$ cat config.mk
export PLATFORM = sky130hd
export DESIGN_NAME = rhc_ram
export DESIGN_NICKNAME = d
export VERILOG_FILES = /design/src/rtl/rhc_ram.sv
export SDC_FILE = /design/constraint.sdc
export NUM_CORES = 1
export LEC_CHECK = 0
export BUFFER_PORTS_ARGS = -buffer_cell sky130_fd_sc_hd__buf_2
export CORE_ASPECT_RATIO = 1.1
export CORE_MARGIN = 2
export CORE_UTILIZATION = 55
export CTS_BUF_LIST = sky130_fd_sc_hd__clkbuf_8
export CTS_CLUSTER_SIZE = 14
export DETAILED_ROUTE_END_ITERATION = 7
export MAX_ROUTING_LAYER = met4
export PLACE_DENSITY = 0.81
export SETUP_SLACK_MARGIN = 0.02
export SLEW_MARGIN = 20
export SYNTH_ARGS = -nofsm -noshare
export SYNTH_HDL_FRONTEND = slang
export SYNTH_SLANG_ARGS = --single-unit
export TNS_END_PERCENT = 5
$ cat constraint.sdc
create_clock -name clock -period 1.9 [get_ports clock]
set_clock_uncertainty 0.2 [all_clocks]
set_input_delay 0.285 -clock clock [delete_from_list [all_inputs] [get_ports clock]]
set_output_delay 0.285 -clock clock [all_outputs]
set_load 0.01 [all_outputs]
$ cat src/rtl/rhc_ram.sv
// Generic simple dual-port RAM: one write port, one read port.
// The read data is registered. No dependencies.
module rhc_ram #(
   parameter int WIDTH = 8,
   parameter int DEPTH = 16,
   localparam int AW = (DEPTH > 1) ? $clog2(DEPTH) : 1
) (
   input  logic             clock,
   input  logic             wr_en,
   input  logic [AW-1:0]    wr_addr,
   input  logic [WIDTH-1:0] wr_data,
   input  logic [AW-1:0]    rd_addr,
   output logic [WIDTH-1:0] rd_data
);

   logic [WIDTH-1:0] mem_ff [DEPTH];
   logic [WIDTH-1:0] rd_data_ff;

   always_ff @(posedge clock) begin
      if (wr_en) begin
         mem_ff[wr_addr] <= wr_data;
      end
      rd_data_ff <= mem_ff[rd_addr];
   end

   assign rd_data = rd_data_ff;

endmodule

==> flow_metrics.env, run 1 <==
export IMPL_status="completed"
export IMPL_timing_rr_start="mem_ff[1][2]$_DFFE_PP_"
export IMPL_dr_pass1_iters=4
export IMPL_initial_core_util_pct=55.9
export IMPL_grt_busiest_layer="met2"
export IMPL_wl_um=9120
export IMPL_gr_usage_met1_pct=26.3
export IMPL_dieArea_sq_um=10200
export IMPL_synthesis_nets=247
export IMPL_cts_tree="yes"
export IMPL_worstPathMaxFanout=1
export IMPL_worstPathCellList="mux4_1, a22oi_1, nand2_1"
export IMPL_avgSynthCellArea_sq_um=22.5
export IMPL_critPathKind="flop to flop"
export IMPL_htreeDepth=4
export IMPL_hold_path_class="input pin to flop"
export IMPL_max_vdd_ir_drop_uv=459
export IMPL_drive_gt1_share_pct=32.3
export IMPL_use_met2_pct=31.3
export IMPL_met3_usage_pct=6.50
export IMPL_die_x_um=96.2
export IMPL_place_congestion=0.747
export IMPL_required_ns=2.02
export IMPL_crit_start="mem_ff[1][2]$_DFFE_PP_"
export IMPL_via_count=2430
export IMPL_clkSinkCount=136
export IMPL_grt_pass1_vias=2548
export IMPL_ant_nets=0
export IMPL_diodes=0
export IMPL_maxCapViolations=0
export IMPL_die_h_um=105
export IMPL_tns_ns=0
export IMPL_hold_path_startpoint="wr_data[3]"
export IMPL_hold_ws_ns=0.0324
export IMPL_syn_inst=229
export IMPL_worstSetupEndpointType="flop"
export IMPL_nets=302
export IMPL_ys_seq_area_share_pct=77.8
export IMPL_rsz0062_at_grt="false"
export IMPL_drv_slew=0
export IMPL_num_rows=37
export IMPL_core_sq_um=9210
export IMPL_ios=26
export IMPL_utilization_pct=64.1
export IMPL_post_drt_wl_per_cell_um=22.0
export IMPL_worstSkewPairLatency_ns=0.43
export IMPL_numCtsBuffers=17
export IMPL_critPathMaxStageDelay_ns=0.52
export IMPL_cts_setup_buffers=0
export IMPL_fmaxAchievable_mhz=646
export IMPL_hold_viol=0
export IMPL_n_fill_cell=561
export IMPL_path_clk_slew_ns=0.07
export IMPL_syn_area_sq_um=5150
export IMPL_reg2reg_setup_slack_ns=0.35
export IMPL_grt_ovfl_total=0
export IMPL_ctsHoldBuffers=0
export IMPL_yosys_cell_types_count=19
export IMPL_fin_crit_sh_pct=81.5
export IMPL_maxSlewHeadroom_pct=75.9
export IMPL_cellPowerDensity_nw_per_um2=990
export IMPL_cts_root_buffer="clkbuf_8"
export IMPL_ys_ff_latch=136
export IMPL_cpMaxStageDelayCell="mux4_1"
export IMPL_dp_hpwl_um=5960
export IMPL_via_per_inst=5.87
export IMPL_grtUsageTotal_pct=20.8
export IMPL_io_buffers=25
export IMPL_area_growth_pct=14.7
export IMPL_grt_pass1_wl_um=14000
export IMPL_drc=0
export IMPL_setup_viol=0
export IMPL_min_period_ns=1.55
export IMPL_antenna_found_initial=0
export IMPL_power_leakage_nw=2.02
export IMPL_grt_start_max_net_pins=33
export IMPL_pre_cts_slack_ns=0.0487
export IMPL_setup_slack_ns=0.351
export IMPL_tightest_slew_ns=0.362
export IMPL_clockBufferDepth=2
export IMPL_yosysWarnings=0
export IMPL_setup_worst_path_start_class="flop"
export IMPL_cts_resized=0
export IMPL_cp_arrival_ns=1.67
export IMPL_drt_iter0_drc=234
==> worst paths after layout <==
| kind | cells after the start | to |
|---|---|---|
| worst max-delay path | 3 | rd_data[2]$_DFF_P_ |
| worst min register to register | 3 | rd_data[6]$_DFF_P_ |
| worst max register to register | 3 | rd_data[2]$_DFF_P_ |
| worst min-delay path | 1 | mem_ff[0][3]$_DFFE_PP_ |
==> cell usage in the layout, fill, tap and decap left out, drive strengths merged <==
master,count
nand2,9
nand3,1
and2b,1
nor2b,1
inv,2
nand3b,2
buf,46
mux4,32
clkinvlp,1
edfxtp,128
nand2b,2
nor3,4
clkbuf,21
clkinv,7
and2,1
bufinv,1
nor2,13
or3b,1
dfxtp,8
a22oi,16
==> cells by family after synthesis <==
family / after synthesis / share of synthesized area (%)
DFF: 136 / 77.8
buffers and inverters: 10 / 1.68
and+or+nand+nor: 35 / 3.18
AOI/OAI and AO/OA: 16 / 2.33
muxes: 32 / 15.0
==> per-layer routing <==
layer / share of wire [%] / wire, um
met1: 40 / 3670
met2: 53 / 4840
met3: 5.4 / 492
met4: 1.3 / 118
met5: 0 / 0
==> power breakdown <==
group	internal, mW	total [mW]	switching, mW
Sequential	3.35	3.37	0.0176
Combinational	0.141	0.316	0.176
Clock	1.15	2.16	1.01
==> metrics by stage <==
stage               area [sq um]  instances  power (mW)
floorplan                   5150        229        3.61
global placement            5530        382        3.74
global route                5900        414        6.02
finish                      5900        414        5.84
detailed placement          5530        382        3.75
CTS                         5900        414        5.89
==> state kept, by name, summed over array words and instances, names as in the netlist <==
name,flops
rd_data,8
mem_ff,128
==> synth_stat cells <==
library cell     number  area share [%]
buf_6                 3            0.66
and2b_1               1            0.15
and2_1                1            0.12
or3b_2                1            0.17
buf_2                 3            0.29
nor2_1               13            0.95
edfxtp_1            128              75
buf_4                 1            0.15
clkdlybuf4s25_2       3            0.58
dfxtp_1               8             3.1
nand3_1               1           0.097
mux4_1               14             7.1
nand2b_1              2            0.24
nor3_1                4            0.39
nand3b_1              2            0.29
nor2b_1               1            0.12
a22oi_1              16             2.3
nand2_1               9            0.66
mux4_2               18             7.9
==> critical path: cells and delay by family, from the launching register on <==
kind             cells  cell delay [ns]
AND/OR/NAND/NOR      1             0.08
flip-flops           1             0.37
AO/OA/AOI/OAI        1             0.27
multiplexers         1             0.52
==> layout make-up <==
| cell class | count | area [sq um] | share of cell area (%) |
|---|---|---|---|
| clock buffer | 21 | 289 | 4.90 |
| clock inverter | 11 | 80.1 | 1.36 |
| multi-input combinational | 83 | 1060 | 18.0 |
| sequential | 136 | 4000 | 67.8 |
| tap | 117 | 146 | 2.48 |
| timing repair buffer | 46 | 320 | 5.43 |
(Power assumes the default switching activity.)
==> run 2: changes to the inputs <==
==> constraint.sdc (replaced) <==
create_clock -name clock -period 1.4 [get_ports clock]
set_clock_uncertainty 0.2 [all_clocks]
set_input_delay 0.21 -clock clock [delete_from_list [all_inputs] [get_ports clock]]
set_output_delay 0.21 -clock clock [all_outputs]
set_load 0.01 [all_outputs]
==> run 2 against run 1 <==
  * The flow now finishes with violations (setup timing)
  * Global-route usage rose by 1.4 points
  * Cell area rose by 4.5%
  * Fmax rose by 3.2%
  * Critical path depth did not move
  * Register-to-register slack got worse by 0.45 ns
  * Clock-buffer cell count fell by 2
  * Non-clock buffer count rose by 20
  * Largest cell class unchanged
  * Highest routed layer unchanged
==> flow_metrics.env, run 2 (synthesis gave the netlist of run 1 again) <==
export IMPL_reg2reg_depth=3
export IMPL_layout_commonest_cell="edfxtp_1"
export IMPL_hold_depth=3
export IMPL_setup_worst_path_start_class="flop"
export IMPL_worstSetupEndpointType="flop"
export IMPL_drc=0
export IMPL_area_growth_pct=19.8
export IMPL_path_clk_slew_ns=0.07
export IMPL_setup_slack_ns=-0.101
export IMPL_grt_pass1_wl_um=14800
export IMPL_worstPathMaxFanout=1
export IMPL_drive_gt1_share_pct=42.0
export IMPL_antenna_found_initial=0
export IMPL_cp_arrival_ns=1.62
export IMPL_grtUsageTotal_pct=22.1
export IMPL_min_period_ns=1.50
export IMPL_total_power_mw=8.33
export IMPL_dieArea_sq_um=10200
export IMPL_nets=322
export IMPL_setup_viol=8
export IMPL_die_h_um=105
export IMPL_final_cell_mix="edfxtp_1 (128), mux4_2 (29), buf_4 (28), buf_2 (25), clkbuf_8 (19)"
export IMPL_clockBufferDepth=2
export IMPL_core_sq_um=9210
export IMPL_numCtsBuffers=17
export IMPL_utilization_pct=66.9
export IMPL_power_leakage_nw=2.09
export IMPL_tightest_slew_ns=0.881
export IMPL_maxCapViolations=0
export IMPL_ant_nets=0
export IMPL_ios=26
export IMPL_violations="setup timing"
export IMPL_io_buffers=25
export IMPL_die_x_um=96.2
export IMPL_max_vdd_ir_drop_uv=993
export IMPL_wl_um=9700
export IMPL_largest_register_ffs=128
export IMPL_largest_register="mem_ff"
export IMPL_hold_viol=0
export IMPL_place_congestion=0.844
export IMPL_via_count=2511
export IMPL_htreeDepth=4
export IMPL_fin_crit_sh_pct=107
export IMPL_clkSinkCount=136
export IMPL_cts_setup_buffers=0
export IMPL_worstSkewPairLatency_ns=0.43
export IMPL_cellPowerDensity_nw_per_um2=1350
export IMPL_drt_iter0_drc=200
export IMPL_hold_path_class="input pin to flop"
export IMPL_num_rows=37
export IMPL_rsz0062_at_grt="true"
export IMPL_grt_ovfl_total=0
export IMPL_initial_core_util_pct=55.9
export IMPL_drv_slew=0
export IMPL_status="finished with violations"
export IMPL_cts_root_buffer="clkbuf_8"
export IMPL_diodes=0
export IMPL_post_drt_wl_per_cell_um=22.3
export IMPL_dp_hpwl_um=6280
export IMPL_dr_pass1_iters=4
export IMPL_pre_cts_slack_ns=-0.435
export IMPL_via_per_inst=5.79
export IMPL_grt_pass1_vias=2620
export IMPL_required_ns=1.52
export IMPL_cts_tree="yes"
export IMPL_maxSlewHeadroom_pct=41.1
export IMPL_fmaxAchievable_mhz=666
export IMPL_grt_start_max_net_pins=22
export IMPL_critPathKind="flop to flop"
==> run 2: changes by cell type in the layout (fill, tap and decap cells not counted), moves of 2 or more <==
cell           before  now
a22oi_2             0    8
nor2_2              0    3
buf_12              3    5
clkinv_4            0    2
mux4_2             18   29
nor2_1             13   10
dlygate4sd3_1       0    8
clkbuf_8           21   19
buf_4              18   28
mux4_1             14    3
bufinv_16           1    3
clkinv_2            7    4
clkinvlp_4          1    3
a22oi_1            16    8
==> run 2: worst paths after layout <==
path | startpoint | to | slack (ns)
worst max-delay path | mem_ff[2][7]$_DFFE_PP_ | rd_data[7]$_DFF_P_ | -0.10
worst min register to register | mem_ff[12][1]$_DFFE_PP_ | rd_data[1]$_DFF_P_ | 0.48
worst min-delay path | wr_addr[1] | mem_ff[0][7]$_DFFE_PP_ | 0.12
worst max register to register | mem_ff[2][7]$_DFFE_PP_ | rd_data[7]$_DFF_P_ | -0.10
==> run 2: layout make-up <==
type	count	area, sq um
Timing Repair Buffer	66	515
Tap cell	117	146
Fill cell	564	3050
Sequential cell	136	4010
Clock inverter	13	154
Clock buffer	19	262
Multi-Input combinational cell	83	1080
==> run 2: timing repair <==
item                                    4_1_cts  5_1_grt
cloned                                        0        0
pin swaps                                     8        2
resized for setup                            13        7
hold endpoints to repair                    128        0
hold buffers                                  8        0
endpoints found under the setup margin        9        9
==> run 2: metal layers <==
| metal | wire length [um] | global-route usage [%] | vias to the layer above | share of wire (%) |
|---|---|---|---|---|
| li1 | - | - | 1113 | - |
| met1 | 3680 | 28.0 | 1269 | 38 |
| met2 | 5080 | 32.8 | 108 | 52 |
| met3 | 702 | 5.86 | 21 | 7.2 |
| met4 | 245 | 12.0 | 0 | 2.5 |
| met5 | 0 | - | - | 0 |
==> run 2: stage by stage <==
stage / hold slack (ns) / area (sq um) / setup TNS [ns] / cells
floorplan: 0.109 / 5170 / -5.58 / 229
global placement: 0.393 / 5670 / -15.12 / 394
detailed placement: 0.405 / 5670 / -19.79 / 394
CTS: 0.0868 / 6160 / -0.540 / 434
global route: 0.0977 / 6160 / -0.808 / 434
finish: 0.120 / 6160 / -0.461 / 434
==> run 2: critical path, cell delays in order, from the launching register on <==
cell and delay [ns]:
edfxtp_1 0.41, mux4_2 0.52, a22oi_2 0.18, nand2_1 0.08
==> run 2: report_power, final <==
part	total, mW	switching (mW)	leakage [nW]	internal, mW
Sequential	4.58	0.0292	1.22	4.55
Clock	3.25	1.41	0.209	1.84
Combinational	0.499	0.264	0.658	0.235
Total	8.33	1.71	2.09	6.62
==> run 3: changes to the inputs <==
--- a/config.mk
+++ b/config.mk
@@ -15,6 +15,7 @@
 export MAX_ROUTING_LAYER = met4
 export PLACE_DENSITY = 0.81
 export SETUP_SLACK_MARGIN = 0.02
+export SKIP_LAST_GASP = 1
 export SLEW_MARGIN = 20
 export SYNTH_ARGS = -nofsm -noshare
 export SYNTH_HDL_FRONTEND = slang
==> run 3 against run 2 <==
  * The run still ends with setup timing left
  * Core utilization up 0.18 points
  * Die area is the same
  * Clock-buffer cell count unchanged
  * Routed wire length is 0.53% higher
  * Cell area up 0.26%
  * Worst hold slack got worse by 0.011 ns
  * Total power grew 0.11%
==> flow_metrics.env, run 3 (synthesis gave the netlist of run 1 again) <==
export IMPL_die_x_um=96.2
export IMPL_final_area_sq_um=6180
export IMPL_numCtsBuffers=17
export IMPL_area_growth_pct=20.1
export IMPL_final_cells=434
export IMPL_layout_commonest_cell="edfxtp_1"
export IMPL_grt_pass1_wl_um=14700
export IMPL_grtUsageTotal_pct=22.1
export IMPL_dp_cells=394
export IMPL_initial_core_util_pct=55.9
export IMPL_cts_tree="yes"
export IMPL_drv_slew=0
export IMPL_io_buffers=25
export IMPL_status="finished with violations"
export IMPL_ios=26
export IMPL_via_per_inst=5.90
export IMPL_fmaxAchievable_mhz=665
export IMPL_total_power_mw=8.34
export IMPL_tightest_slew_ns=0.894
export IMPL_required_ns=1.53
export IMPL_htreeDepth=4
export IMPL_clkSinkCount=136
export IMPL_hold_viol=0
export IMPL_place_area_sq_um=5670
export IMPL_cellPowerDensity_nw_per_um2=1350
export IMPL_grt_pass1_vias=2593
export IMPL_grt_ovfl_total=0
export IMPL_maxCapViolations=0
export IMPL_nets=322
export IMPL_worstSkewPairLatency_ns=0.44
export IMPL_worstPathMaxFanout=1
export IMPL_dieArea_sq_um=10200
export IMPL_core_sq_um=9210
export IMPL_dr_pass1_iters=5
export IMPL_maxSlewHeadroom_pct=40.2
export IMPL_timing_rr_start="mem_ff[0][7]$_DFFE_PP_"
export IMPL_pre_cts_slack_ns=-0.435
export IMPL_max_vdd_ir_drop_uv=993
export IMPL_setup_viol=8
export IMPL_cts_root_buffer="clkbuf_8"
export IMPL_drive_gt1_share_pct=39.4
export IMPL_dp_hpwl_um=6280
export IMPL_diodes=0
export IMPL_die_h_um=105
export IMPL_place_congestion=0.844
export IMPL_cp_arrival_ns=1.63
export IMPL_largest_register_ffs=128
export IMPL_via_count=2559
export IMPL_antenna_found_initial=0
export IMPL_num_rows=37
export IMPL_setup_slack_ns=-0.104
export IMPL_drc=0
export IMPL_largest_register="mem_ff"
export IMPL_wl_um=9750
export IMPL_critPathKind="flop to flop"
export IMPL_min_period_ns=1.50
export IMPL_worstSetupEndpointType="flop"
export IMPL_path_clk_slew_ns=0.07
export IMPL_post_drt_wl_per_cell_um=22.5
export IMPL_rsz0062_at_grt="true"
export IMPL_clockBufferDepth=2
export IMPL_violations="setup timing"
export IMPL_setup_worst_path_start_class="flop"
export IMPL_final_cell_mix="edfxtp_1 (128), buf_4 (28), buf_2 (25), mux4_2 (23), clkbuf_8 (19)"
export IMPL_grt_start_max_net_pins=22
export IMPL_fin_crit_sh_pct=107
export IMPL_hold_path_startpoint="wr_addr[1]"
export IMPL_crit_start="mem_ff[0][7]$_DFFE_PP_"
export IMPL_power_leakage_nw=2.11
export IMPL_ant_nets=0
export IMPL_drt_iter0_drc=214
export IMPL_hold_path_class="input pin to flop"
-- run 3: cell count changes in the layout (fill, tap and decap cells not counted) --
cell,previous run,this run
a22oi_1,8,9
a22oi_2,8,7
dfxtp_1,7,8
dfxtp_2,1,0
mux4_1,3,9
mux4_2,29,23
-- run 3: per-stage QoR --
step | util (%) | setup TNS [ns] | hold WS, ns
5_1_grt | 67.1 | -0.965 | 0.0977
3_5_place_dp | 61.5 | -19.79 | 0.405
2_1_floorplan | - | -5.58 | 0.109
4_1_cts | 67.1 | -0.726 | 0.0868
6_report | 67.1 | -0.630 | 0.109
3_3_place_gp | 61.5 | -15.12 | 0.393
-- run 3: path summary, 6_finish.rpt --
check                            to  slack, ns  cells past startpoint
max              rd_data[7]$_DFF_P_      -0.10                      3
min          mem_ff[0][1]$_DFFE_PP_       0.11                      3
max reg2reg      rd_data[7]$_DFF_P_      -0.10                      3
min reg2reg      rd_data[1]$_DFF_P_       0.47                      3
-- run 3: area by class of cell --
class                   count  area [sq um]
clock inverters            13           154
clock buffers              19           262
flip-flops and latches    136          4000
multi-input cells          83          1100
fillers                   553          3030
well taps                 117           146
repair buffers             66           515
-- run 3: routing by layer --
metal / up-vias / wire length, um / track usage, %
met2: 115 / 5120 / 33.3
met1: 1293 / 3660 / 27.8
met4: 0 / 310 / 11.4
li1: 1120 / - / -
met3: 31 / 657 / 5.79
met5: - / 0 / -
-- run 3: power by group --
group          internal (mW)  switching [mW]
logic                  0.232           0.265
clock network           1.84            1.43
registers               4.55          0.0290
total                   6.62            1.72
-- run 3: critical path, cell delays in order, from the launching register on --
cell and delay (ns):
edfxtp_1 0.42, mux4_2 0.51, a22oi_2 0.18, nand2_1 0.08
-- run 3: what timing repair did --
item	in CTS	in global routing
resized for setup	6	6
hold buffers	8	0
endpoints found under the hold margin	128	0
buffers inserted	0	0
endpoints found under the setup margin	9	9
pin swaps	3	1
